<file path="config.mk">
export PLATFORM = sky130hd
export DESIGN_NAME = velocity_ramp_generator_top_flat
export DESIGN_NICKNAME = d
export VERILOG_FILES = /design/src/rtl/vrg_pkg.sv /design/src/rtl/vrg_if.sv /design/src/rtl/vrg_csr.sv /design/src/rtl/vrg_core.sv /design/src/rtl/velocity_ramp_generator_top.sv /design/src/flat_wrapper.sv
export SDC_FILE = /design/constraint.sdc
export NUM_CORES = 1
export LEC_CHECK = 0
export CORE_MARGIN = 3
export CORE_UTILIZATION = 60
export DETAILED_ROUTE_END_ITERATION = 8
export DONT_BUFFER_PORTS = 1
export GPL_TIMING_DRIVEN = 1
export PLACE_DENSITY = 0.8
export SYNTH_ARGS = -nofsm -noshare
export SYNTH_HDL_FRONTEND = slang
export SYNTH_HIERARCHICAL = 1
export SYNTH_SLANG_ARGS = --single-unit
</file>
<file path="constraint.sdc">
create_clock -name clock -period 13 [get_ports clock]
set_input_delay 0.65 -clock clock [delete_from_list [all_inputs] [get_ports clock]]
set_output_delay 0.65 -clock clock [all_outputs]
set_load 0.03 [all_outputs]
</file>
<file path="src/rtl/vrg_pkg.sv">
// Shared types and constants for the velocity ramp generator.
package vrg_pkg;

   localparam int unsigned VelWidth  = 24;
   localparam int unsigned StepWidth = 16;
   localparam int unsigned CmdWidth  = 2;
   localparam int unsigned IdxWidth  = 2;

   // Saturation limit of the target velocity, counts per second.
   localparam logic signed [VelWidth-1:0] VEL_LIMIT = 24'sd4194304;
   // Clamp of the per-tick velocity steps.
   localparam logic [StepWidth-1:0] STEP_LIMIT = 16'd65535;

   typedef enum logic [CmdWidth-1:0] {
      CMD_TICK  = 2'd0,
      CMD_LOAD  = 2'd1,
      CMD_CLEAR = 2'd2,
      CMD_NONE  = 2'd3
   } cmd_type;

   typedef enum logic [IdxWidth-1:0] {
      REG_ACCEL_STEP      = 2'd0,
      REG_DECEL_STEP      = 2'd1,
      REG_TARGET_VELOCITY = 2'd2,
      REG_UNUSED          = 2'd3
   } reg_idx_type;

   // Configuration as seen by the ramp, already clamped and saturated.
   typedef struct packed {
      logic [StepWidth-1:0]        accel_step;
      logic [StepWidth-1:0]        decel_step;
      logic signed [VelWidth-1:0]  target_velocity;
   } cfg_type;

endpackage

</file>
<file path="src/rtl/vrg_if.sv">
// Channel interfaces: command requests, ramp responses and register writes.
interface vrg_req_if;
   logic                                valid;
   logic                                ready;
   logic [vrg_pkg::CmdWidth-1:0]        command;
   logic signed [vrg_pkg::VelWidth-1:0] start_velocity;

   modport source (output valid, output command, output start_velocity, input ready);
   modport sink   (input valid, input command, input start_velocity, output ready);
endinterface

interface vrg_rsp_if;
   logic                                valid;
   logic                                ready;
   logic signed [vrg_pkg::VelWidth-1:0] velocity_reference;
   logic                                pending;

   modport source (output valid, output velocity_reference, output pending, input ready);
   modport sink   (input valid, input velocity_reference, input pending, output ready);
endinterface

interface vrg_csr_if;
   logic                                valid;
   logic                                ready;
   logic [vrg_pkg::IdxWidth-1:0]        index;
   logic [vrg_pkg::VelWidth-1:0]        data;

   modport source (output valid, output index, output data, input ready);
   modport sink   (input valid, input index, input data, output ready);
endinterface

</file>
<file path="src/rtl/vrg_csr.sv">
// Configuration registers with step clamping and target saturation.
module vrg_csr #(
   parameter logic signed [vrg_pkg::VelWidth-1:0] VEL_LIMIT  = vrg_pkg::VEL_LIMIT,
   parameter logic [vrg_pkg::StepWidth-1:0]       STEP_LIMIT = vrg_pkg::STEP_LIMIT
) (
   input  logic              clock,
   input  logic              reset,
   vrg_csr_if.sink           csr_bus,
   output vrg_pkg::cfg_type  cfg
);

   logic [vrg_pkg::StepWidth-1:0]       accel_ff;
   logic [vrg_pkg::StepWidth-1:0]       decel_ff;
   logic signed [vrg_pkg::VelWidth-1:0] target_ff;

   // Writes are always taken
   assign csr_bus.ready = 1'b1;

   always_ff @(posedge clock) begin
      if (reset) begin
         accel_ff  <= '0;
         decel_ff  <= '0;
         target_ff <= '0;
      end else if (csr_bus.valid) begin
         unique case (vrg_pkg::reg_idx_type'(csr_bus.index))
            vrg_pkg::REG_ACCEL_STEP:      accel_ff  <= csr_bus.data[vrg_pkg::StepWidth-1:0];
            vrg_pkg::REG_DECEL_STEP:      decel_ff  <= csr_bus.data[vrg_pkg::StepWidth-1:0];
            vrg_pkg::REG_TARGET_VELOCITY: target_ff <= csr_bus.data;
            default: ;
         endcase
      end
   end

   // Clamp steps and saturate target on the way out
   always_comb begin
      cfg.accel_step = (accel_ff > STEP_LIMIT) ? STEP_LIMIT : accel_ff;
      cfg.decel_step = (decel_ff > STEP_LIMIT) ? STEP_LIMIT : decel_ff;
      if (target_ff > VEL_LIMIT) begin
         cfg.target_velocity = VEL_LIMIT;
      end else if (target_ff < -VEL_LIMIT) begin
         cfg.target_velocity = -VEL_LIMIT;
      end else begin
         cfg.target_velocity = target_ff;
      end
   end

endmodule

</file>
<file path="src/rtl/vrg_core.sv">
// Ramp datapath: input register, ramp state update and result register.
module vrg_core (
   input  logic              clock,
   input  logic              reset,
   input  vrg_pkg::cfg_type  cfg,
   vrg_req_if.sink           req_bus,
   vrg_rsp_if.source         rsp_bus
);

   localparam int unsigned ExtWidth = vrg_pkg::VelWidth + 2;

   // Input stage
   logic                                s1_valid_ff;
   vrg_pkg::cmd_type                    s1_cmd_ff;
   logic signed [vrg_pkg::VelWidth-1:0] s1_start_ff;

   // Ramp state
   logic signed [vrg_pkg::VelWidth-1:0] ref_ff, ref_in;
   logic                                pend_ff, pend_in;

   // Result stage
   logic                                out_valid_ff;
   logic signed [vrg_pkg::VelWidth-1:0] out_vel_ff;
   logic                                out_pend_ff;

   logic                                advance;
   logic signed [ExtWidth-1:0]          v_ext, tgt_ext, step_ext, sum;
   logic signed [vrg_pkg::VelWidth-1:0] ramp_vel;
   logic                                slow_pos, slow_neg, dir_up;

   assign advance       = s1_valid_ff && (!out_valid_ff || rsp_bus.ready);
   assign req_bus.ready = !s1_valid_ff || advance;

   always_ff @(posedge clock) begin
      if (reset) begin
         s1_valid_ff <= 1'b0;
      end else if (req_bus.ready) begin
         s1_valid_ff <= req_bus.valid;
      end
   end

   always_ff @(posedge clock) begin
      if (req_bus.ready && req_bus.valid) begin
         s1_cmd_ff   <= vrg_pkg::cmd_type'(req_bus.command);
         s1_start_ff <= req_bus.start_velocity;
      end
   end

   // One tick of the ramp: pick step and direction, then clamp at target
   always_comb begin
      v_ext   = {{2{ref_ff[vrg_pkg::VelWidth-1]}}, ref_ff};
      tgt_ext = {{2{cfg.target_velocity[vrg_pkg::VelWidth-1]}}, cfg.target_velocity};
      slow_pos = !cfg.target_velocity[vrg_pkg::VelWidth-1] && (ref_ff > cfg.target_velocity);
      slow_neg = (cfg.target_velocity <= 0) && (ref_ff < cfg.target_velocity);
      dir_up   = slow_neg || (!slow_pos && (cfg.target_velocity > 0));
      if (slow_pos || slow_neg) begin
         step_ext = {{(ExtWidth-vrg_pkg::StepWidth){1'b0}}, cfg.decel_step};
      end else begin
         step_ext = {{(ExtWidth-vrg_pkg::StepWidth){1'b0}}, cfg.accel_step};
      end
      sum = dir_up ? (v_ext + step_ext) : (v_ext - step_ext);
      // Landing on the target also covers a reference already at target
      if (dir_up ? (sum > tgt_ext) : (sum < tgt_ext)) begin
         ramp_vel = cfg.target_velocity;
      end else begin
         ramp_vel = sum[vrg_pkg::VelWidth-1:0];
      end
   end

   // Next state by command
   always_comb begin
      ref_in  = ref_ff;
      pend_in = pend_ff;
      case (s1_cmd_ff)
         vrg_pkg::CMD_TICK:  ref_in = ramp_vel;
         vrg_pkg::CMD_LOAD: begin
            ref_in  = s1_start_ff;
            pend_in = 1'b0;
         end
         vrg_pkg::CMD_CLEAR: begin
            ref_in  = '0;
            pend_in = 1'b1;
         end
         default: ;
      endcase
   end

   always_ff @(posedge clock) begin
      if (reset) begin
         ref_ff  <= '0;
         pend_ff <= 1'b1;
      end else if (advance) begin
         ref_ff  <= ref_in;
         pend_ff <= pend_in;
      end
   end

   // Result register; a new item enters only when it is empty or its result is taken
   always_ff @(posedge clock) begin
      if (reset) begin
         out_valid_ff <= 1'b0;
      end else if (advance) begin
         out_valid_ff <= 1'b1;
      end else if (rsp_bus.ready) begin
         out_valid_ff <= 1'b0;
      end
   end

   always_ff @(posedge clock) begin
      if (advance) begin
         out_vel_ff  <= ref_in;
         out_pend_ff <= pend_in;
      end
   end

   assign rsp_bus.valid              = out_valid_ff;
   assign rsp_bus.velocity_reference = out_vel_ff;
   assign rsp_bus.pending            = out_pend_ff;

endmodule

</file>
<file path="src/rtl/velocity_ramp_generator_top.sv">
// Velocity ramp generator: top level.
// Each request transfer carries a command (tick, load, clear) and a start
// velocity, and yields exactly one response transfer with the reference
// velocity and pending flag after that command. A request passes through the
// input register and then the result register; one request is taken every
// cycle while the response side keeps up. The single 26-bit add with its
// clamp against the saturated target sets the cycle time. Registers are
// written over the csr channel; the user must write them only while no
// request is in flight, as the block itself does not enforce this.
module velocity_ramp_generator_top #(
   parameter logic signed [vrg_pkg::VelWidth-1:0] VEL_LIMIT  = vrg_pkg::VEL_LIMIT,
   parameter logic [vrg_pkg::StepWidth-1:0]       STEP_LIMIT = vrg_pkg::STEP_LIMIT
) (
   input  logic        clock,
   input  logic        reset,
   vrg_req_if.sink     req_bus,
   vrg_rsp_if.source   rsp_bus,
   vrg_csr_if.sink     csr_bus
);

   vrg_pkg::cfg_type cfg;

   vrg_csr #(
      .VEL_LIMIT  (VEL_LIMIT),
      .STEP_LIMIT (STEP_LIMIT)
   ) u_csr (
      .clock   (clock),
      .reset   (reset),
      .csr_bus (csr_bus),
      .cfg     (cfg)
   );

   vrg_core u_core (
      .clock   (clock),
      .reset   (reset),
      .cfg     (cfg),
      .req_bus (req_bus),
      .rsp_bus (rsp_bus)
   );

endmodule
</file>
<file path="src/flat_wrapper.sv">
// flat-port wrapper written by rule: the top's interface ports become plain ports
module velocity_ramp_generator_top_flat 
#(
   parameter logic signed [vrg_pkg::VelWidth-1:0] VEL_LIMIT  = vrg_pkg::VEL_LIMIT,
   parameter logic [vrg_pkg::StepWidth-1:0]       STEP_LIMIT = vrg_pkg::STEP_LIMIT
)
  (clock, reset, req_bus_valid, req_bus_command, req_bus_start_velocity, req_bus_ready, rsp_bus_valid, rsp_bus_velocity_reference, rsp_bus_pending, rsp_bus_ready, csr_bus_valid, csr_bus_index, csr_bus_data, csr_bus_ready);
  vrg_req_if req_bus_i ();
  vrg_rsp_if rsp_bus_i ();
  vrg_csr_if csr_bus_i ();
  input  logic clock;
  input  logic reset;
  input wire logic [$bits(req_bus_i.valid)-1:0] req_bus_valid;
  input wire logic [$bits(req_bus_i.command)-1:0] req_bus_command;
  input wire logic [$bits(req_bus_i.start_velocity)-1:0] req_bus_start_velocity;
  output wire logic [$bits(req_bus_i.ready)-1:0] req_bus_ready;
  output wire logic [$bits(rsp_bus_i.valid)-1:0] rsp_bus_valid;
  output wire logic [$bits(rsp_bus_i.velocity_reference)-1:0] rsp_bus_velocity_reference;
  output wire logic [$bits(rsp_bus_i.pending)-1:0] rsp_bus_pending;
  input wire logic [$bits(rsp_bus_i.ready)-1:0] rsp_bus_ready;
  input wire logic [$bits(csr_bus_i.valid)-1:0] csr_bus_valid;
  input wire logic [$bits(csr_bus_i.index)-1:0] csr_bus_index;
  input wire logic [$bits(csr_bus_i.data)-1:0] csr_bus_data;
  output wire logic [$bits(csr_bus_i.ready)-1:0] csr_bus_ready;
  assign req_bus_i.valid = req_bus_valid;
  assign req_bus_i.command = req_bus_command;
  assign req_bus_i.start_velocity = req_bus_start_velocity;
  assign req_bus_ready = req_bus_i.ready;
  assign rsp_bus_valid = rsp_bus_i.valid;
  assign rsp_bus_velocity_reference = rsp_bus_i.velocity_reference;
  assign rsp_bus_pending = rsp_bus_i.pending;
  assign rsp_bus_i.ready = rsp_bus_ready;
  assign csr_bus_i.valid = csr_bus_valid;
  assign csr_bus_i.index = csr_bus_index;
  assign csr_bus_i.data = csr_bus_data;
  assign csr_bus_ready = csr_bus_i.ready;
  velocity_ramp_generator_top #(.VEL_LIMIT(VEL_LIMIT), .STEP_LIMIT(STEP_LIMIT)) u_core (.clock(clock), .reset(reset), .req_bus(req_bus_i), .rsp_bus(rsp_bus_i), .csr_bus(csr_bus_i));
endmodule
</file>
# After elaboration in Yosys (flattened, before gate mapping)
# Index checks and enable logic that the tools add are counted.
# op_classes
n_addsub	2
magnitude_cmp	10
eq_ne	4
mux	12
reduce_logical	19
# op_table
cell	n
$mux W24	3
$pmux W24 S3	1
$mux W16	3
$gt A16 B16 Y1 const B	2
$gt A26 B24 Y1	1
$lt A26 B24 Y1	1
$mux W26	1
$add A24 B17 Y25	1
$sub A24 B17 Y25	1
$gt A24 B1 Y1 const B	1
$gt A24 B24 Y1	1
$gt A24 B24 Y1 const B	1
$le A24 B1 Y1 const B	1
$lt A24 B23 Y1 const B	1
$lt A24 B24 Y1	1
$reduce_and A2 Y1	3
$logic_and A1 B1 Y1	5
$eq A2 B1 Y1 const B	2
$eq A2 B2 Y1 const B	2
$logic_not A1 Y1	4
$logic_not A2 Y1	2
$logic_or A1 B1 Y1	4
$mux W1	3
$pmux W1 S2	1
$reduce_bool A2 Y1	1
# totals
ff_bits	134
input_bits	57

# Logic depth before layout (Yosys ltp)
# logic_depth
depth_word	13
mapped_depth	43

# Modules after synthesis
# The synthesis kept the hierarchy.
# by_module_without_submodules
mod	n_inst	cells_each	area_each_um2	seq_area_each_um2
vrg_core	1	725	6796.5	2072.0
vrg_csr	1	276	2137.0	1121.1

# Worst setup path before layout
# OpenSTA, ideal clock, no wires.
# synth_timing
path_kind	flip-flop to flip-flop
start	register u_core/u_csr/target_ff[23] (netlist name)
end	register u_core.u_core.out_vel_ff, in the netlist u_core/u_core/rsp_bus.velocity_reference[3] (data pin)
setup_time_ns	0.268
t_arrival_ns	8.205
required_time_ns	12.732
slack_ns	4.527
path_stages_with_launch	43
n_path_buf	4
cell_sequence	dfxtp_1 xnor2_1 clkbuf_1 and2_1 inv_1 ha_1 a21oi_2 o21ai_1 a211oi_2 a21oi_1 o21a_1 or2_1 mux2i_1 buf_6 buf_6 mux2_2 inv_1 ha_1 [... 7 more ...] a211o_1 a211oi_1 o2bb2ai_1 o31ai_2 a31oi_1 o21ai_0 a21oi_1 xnor3_1 ha_1 nand4_1 nor2_1 nand4_1 and4_1 mux2i_4 buf_8 mux2_4 a221oi_2 a21oi_1
# synth_rtl
element	line	text
start, declared	vrg_csr.sv:14	logic signed [vrg_pkg::VelWidth-1:0] target_ff;
start signal, assigned	vrg_csr.sv:28	vrg_pkg::REG_TARGET_VELOCITY: target_ff <= csr_bus.data;
end signal, assigned	vrg_core.sv:111	out_vel_ff <= ref_in;
end, declared	vrg_core.sv:23	logic signed [vrg_pkg::VelWidth-1:0] out_vel_ff;

==> impl_results.md <==
- Status: finished, final reports clean
- Hold Vio Cnt, Final: 0
- CTS tree: built
- Chip width: around 130 um
- Multiplexer share of the synthesized area: 0.0644
- Share of cells above drive strength 1: 0.102
- Yosys cell types: 70
- Synth Area in Simple Gates: 0.175
- Initial antenna violation count: 0
- Slew HR: 0.159
- Initial DRC Count: a little under 800
- Clock Pin Slew Worst Setup and Hold Paths: 0.06 ns
- Global-route wire length before repair: about 36 mm
- Asr flop ratio synth: 0
- Syn Nets: roughly 1,100
- Multi-input logic area: ~0.0053 mm^2
- Warnings from Yosys: 6
- Core region area: 0.0142 mm^2
- Routed WL per cell: 19.4 um
- Cell Area, Synth: ~0.009 mm^2
- Crit. End Element: flip-flop
- P&R area growth vs syn: 7.28%
- CP Launch Type: flip-flop
- Drt pass-1 iters: 5
- Avg Inst Size Synth: roughly 9 um^2
- Slew of the pin with the lowest slew margin: roughly 1.3 ns
- CTS Buffer Depth: 2
- CTS HTree Levels: 4
- GR Util All Layers: 0.277
- Synthesized flop and latch total: ~130
- Tmin final: roughly 11 ns
- Final setup violation count: 0
- Synth Instances: 1,001
- WL final: around 23 mm
- Die Y-Extent: ~130 um
- RSZ-0062 raised after global routing: no
- IO Pins: 85
- # Max-Cap Violations: 0
- Critical Path Max Stage Delay: about 0.98 ns
- Worst-path maximum fanout: 30
- Clock skew: around 0.014 ns
- Largest net degree at the start of global routing: 84
- Skew-Pair Late Insertion Delay: roughly 0.43 ns
- Post-Synth Adder-Cell Area: 0.114
- Initial Util: 0.629
- Vias in the first global route: 6,882
- CTS resizes: 0
- Largest family of logic cells by synthesized area: compound AO/OA/AOI/OAI gates
- Worst hold path class: in2reg
- Die area: 0.0164 mm^2
- Post-CTS Setup Bufs: 0
- Maximum vdd drop: 0.000147 V
- Layout fillers: about 1,100
- Critical path arrival: roughly 11 ns
- Post-Route Utilization: 0.675
- Fmax achieved: about 0.093 GHz
- Clock root buffer: clkbuf_16
- Fin crit share: 0.826
- Num Clock Sinks: approximately 130
- Top_reg_cell synth: dfxtp_1
- Synth Area in Compound Gates: 0.197
- Vias: 7,365
- Crit path kind: reg2reg
- Dpl hpwl: ~17 mm
- Num CTS Buffers: 17
- Post-synth EDFFs: 51
- Storage element area: about 0.0032 mm^2
- ANT cells: 0
- Nets: 1,118
- Pwr/cell area: between 150 and 200 mW/mm^2
- GPL Wtd Cong: between 0.9 and 1
- Xor-xnor portion of the synthesized cell area: 0.0388
- TNS Setup: 0 ns
- Final ANT Viol Nets: 0
- DRC: 0
- PortBufs: 0
- Seq/Total Area, Yosys: 0.357
- Crit-path slowest cell: xnor2_1
- Slew Viols, Final: 0
- Routed vias/inst: roughly 6.3
- Static leakage: between 3 and 4 nW
- Core Rows: 43
- Global route overflow: 0
- Hold buffers post-CTS: 0
- Required @ worst endpoint: ~13 ns
==> cells in the mapped netlist, types with 9 or more instances <==
master | count | area [um^2]
a211oi_1 | 20 | 150
a211oi_2 | 11 | 138
a21o_1 | 11 | 82.6
a21oi_1 | 122 | 611
a221oi_2 | 13 | 195
a31oi_1 | 9 | 56.3
and2_1 | 25 | 156
buf_2 | 12 | 60.1
clkbuf_1 | 24 | 90.1
dfxtp_1 | 83 | 1660
edfxtp_1 | 51 | 1530
ha_1 | 80 | 1000
inv_1 | 59 | 221
mux2_2 | 12 | 135
mux2_4 | 13 | 195
mux2i_1 | 20 | 200
nand2_1 | 138 | 518
nand3_1 | 12 | 60.1
nand4_1 | 14 | 87.6
nor2_1 | 77 | 289
nor3_1 | 20 | 100
nor4_1 | 10 | 62.6
o21ai_0 | 26 | 130
xnor2_1 | 29 | 254
==> worst max-delay path, delay by kind of cell, from the launching register on <==
family,cells,cell delay [ns]
adders and majority gates,4,1.20
AOI/OAI and AO/OA,10,2.09
buffers and inverters,3,0.54
muxes,5,2.22
xor gates and xnor gates,3,1.47
DFF,1,0.36
and+or+nand+nor,15,2.54
==> power breakdown <==
group | internal (mW) | switching [mW]
Combinational | 0.378 | 0.483
Sequential | 0.465 | 0.0351
Clock | 0.303 | 0.191
Total | 1.15 | 0.709
==> layer usage <==
layer,part of all wire,vias to the layer above,wire length (um),global-route usage
li1,-,3550,-,-
met1,0.45,3463,10100,0.381
met2,0.44,316,10100,0.419
met3,0.095,36,2150,0.0858
met4,0.016,0,364,0.0874
met5,0,-,0,0
==> cells in the final DEF (no fill, tap or decap), types with 8 or more instances in the layout <==
cell type  count
a21oi_1      122
a211oi_1      20
mux2i_1       19
and2_1        25
nand3_1       12
a31oi_1        9
nor2_1        77
dfxtp_1       83
nand4_1       14
o21ai_0       25
xor2_1         8
xnor2_1       29
nor3_1        20
nand2b_1       8
ha_1          79
mux2_2        12
mux2_4        13
nand2_1      138
a211oi_2      11
a21o_1        11
nor4_1        10
clkbuf_16     17
edfxtp_1      51
a221oi_2      13
inv_1         58
==> state kept, by name, summed over array words and instances (netlist names) <==
register,cells
u_core/u_core/rsp_bus.valid,1
u_core/u_core/rsp_bus.velocity_reference,24
u_core/u_core/pend_ff,1
u_core/u_core/s1_start_ff,24
u_core/u_csr/decel_ff,16
u_core/u_csr/target_ff,24
u_core/u_core/s1_valid_ff,1
u_core/u_core/s1_cmd_ff,2
u_core/u_csr/accel_ff,16
u_core/u_core/rsp_bus.pending,1
u_core/u_core/ref_ff,24
==> layout make-up <==
| type | count | area share |
|---|---|---|
| flip-flops and latches | 134 | 0.333 |
| well taps | 180 | 0.0235 |
| clock inverters | 14 | 0.0181 |
| inverters | 59 | 0.0231 |
| repair buffers | 7 | 0.00548 |
| clock buffers | 18 | 0.0448 |
| multi-input cells | 761 | 0.552 |
==> path summary, 6_finish.rpt <==
path | cells after the start | slack (ns) | to | from
setup reg to reg | 40 | 2.26 | u_core/u_core/rsp_bus.velocity_reference[8]$_DFFE_PP_ | u_core/u_csr/target_ff[23]$_SDFFE_PP0P_
setup / recovery | 40 | 2.26 | u_core/u_core/rsp_bus.velocity_reference[8]$_DFFE_PP_ | u_core/u_csr/target_ff[23]$_SDFFE_PP0P_
hold reg to reg | 2 | 0.46 | u_core/u_csr/target_ff[2]$_SDFFE_PP0P_ | u_core/u_csr/target_ff[2]$_SDFFE_PP0P_
hold / removal | 1 | 0.29 | u_core/u_csr/decel_ff[12]$_SDFFE_PP0P_ | reset
==> through the flow <==
stage	instances	hold slack [ns]	power (mW)	worst slack (ns)	instance area [um^2]
4_1_cts	1173	0.280	1.84	2.43	9580
5_1_grt	1173	0.274	1.95	1.47	9580
3_5_place_dp	1141	0.452	1.34	2.52	8980
6_report	1173	0.288	1.86	2.26	9580
3_3_place_gp	1141	0.447	1.33	2.81	8980
2_1_floorplan	1001	0.432	1.21	4.53	8930
==> logic make-up (layout without fill, tap and decap cells) <==
kind of cell,Yosys count,after routing
XOR/XNOR,38,38
other,1,1
buffers and inverters,106,98
flip-flops,134,134
AO/OA/AOI/OAI,257,257
adder cells (fa/ha/maj),81,81
multiplexers,48,48
AND/OR/NAND/NOR,336,336
Power figures use the tool's default switching activity.
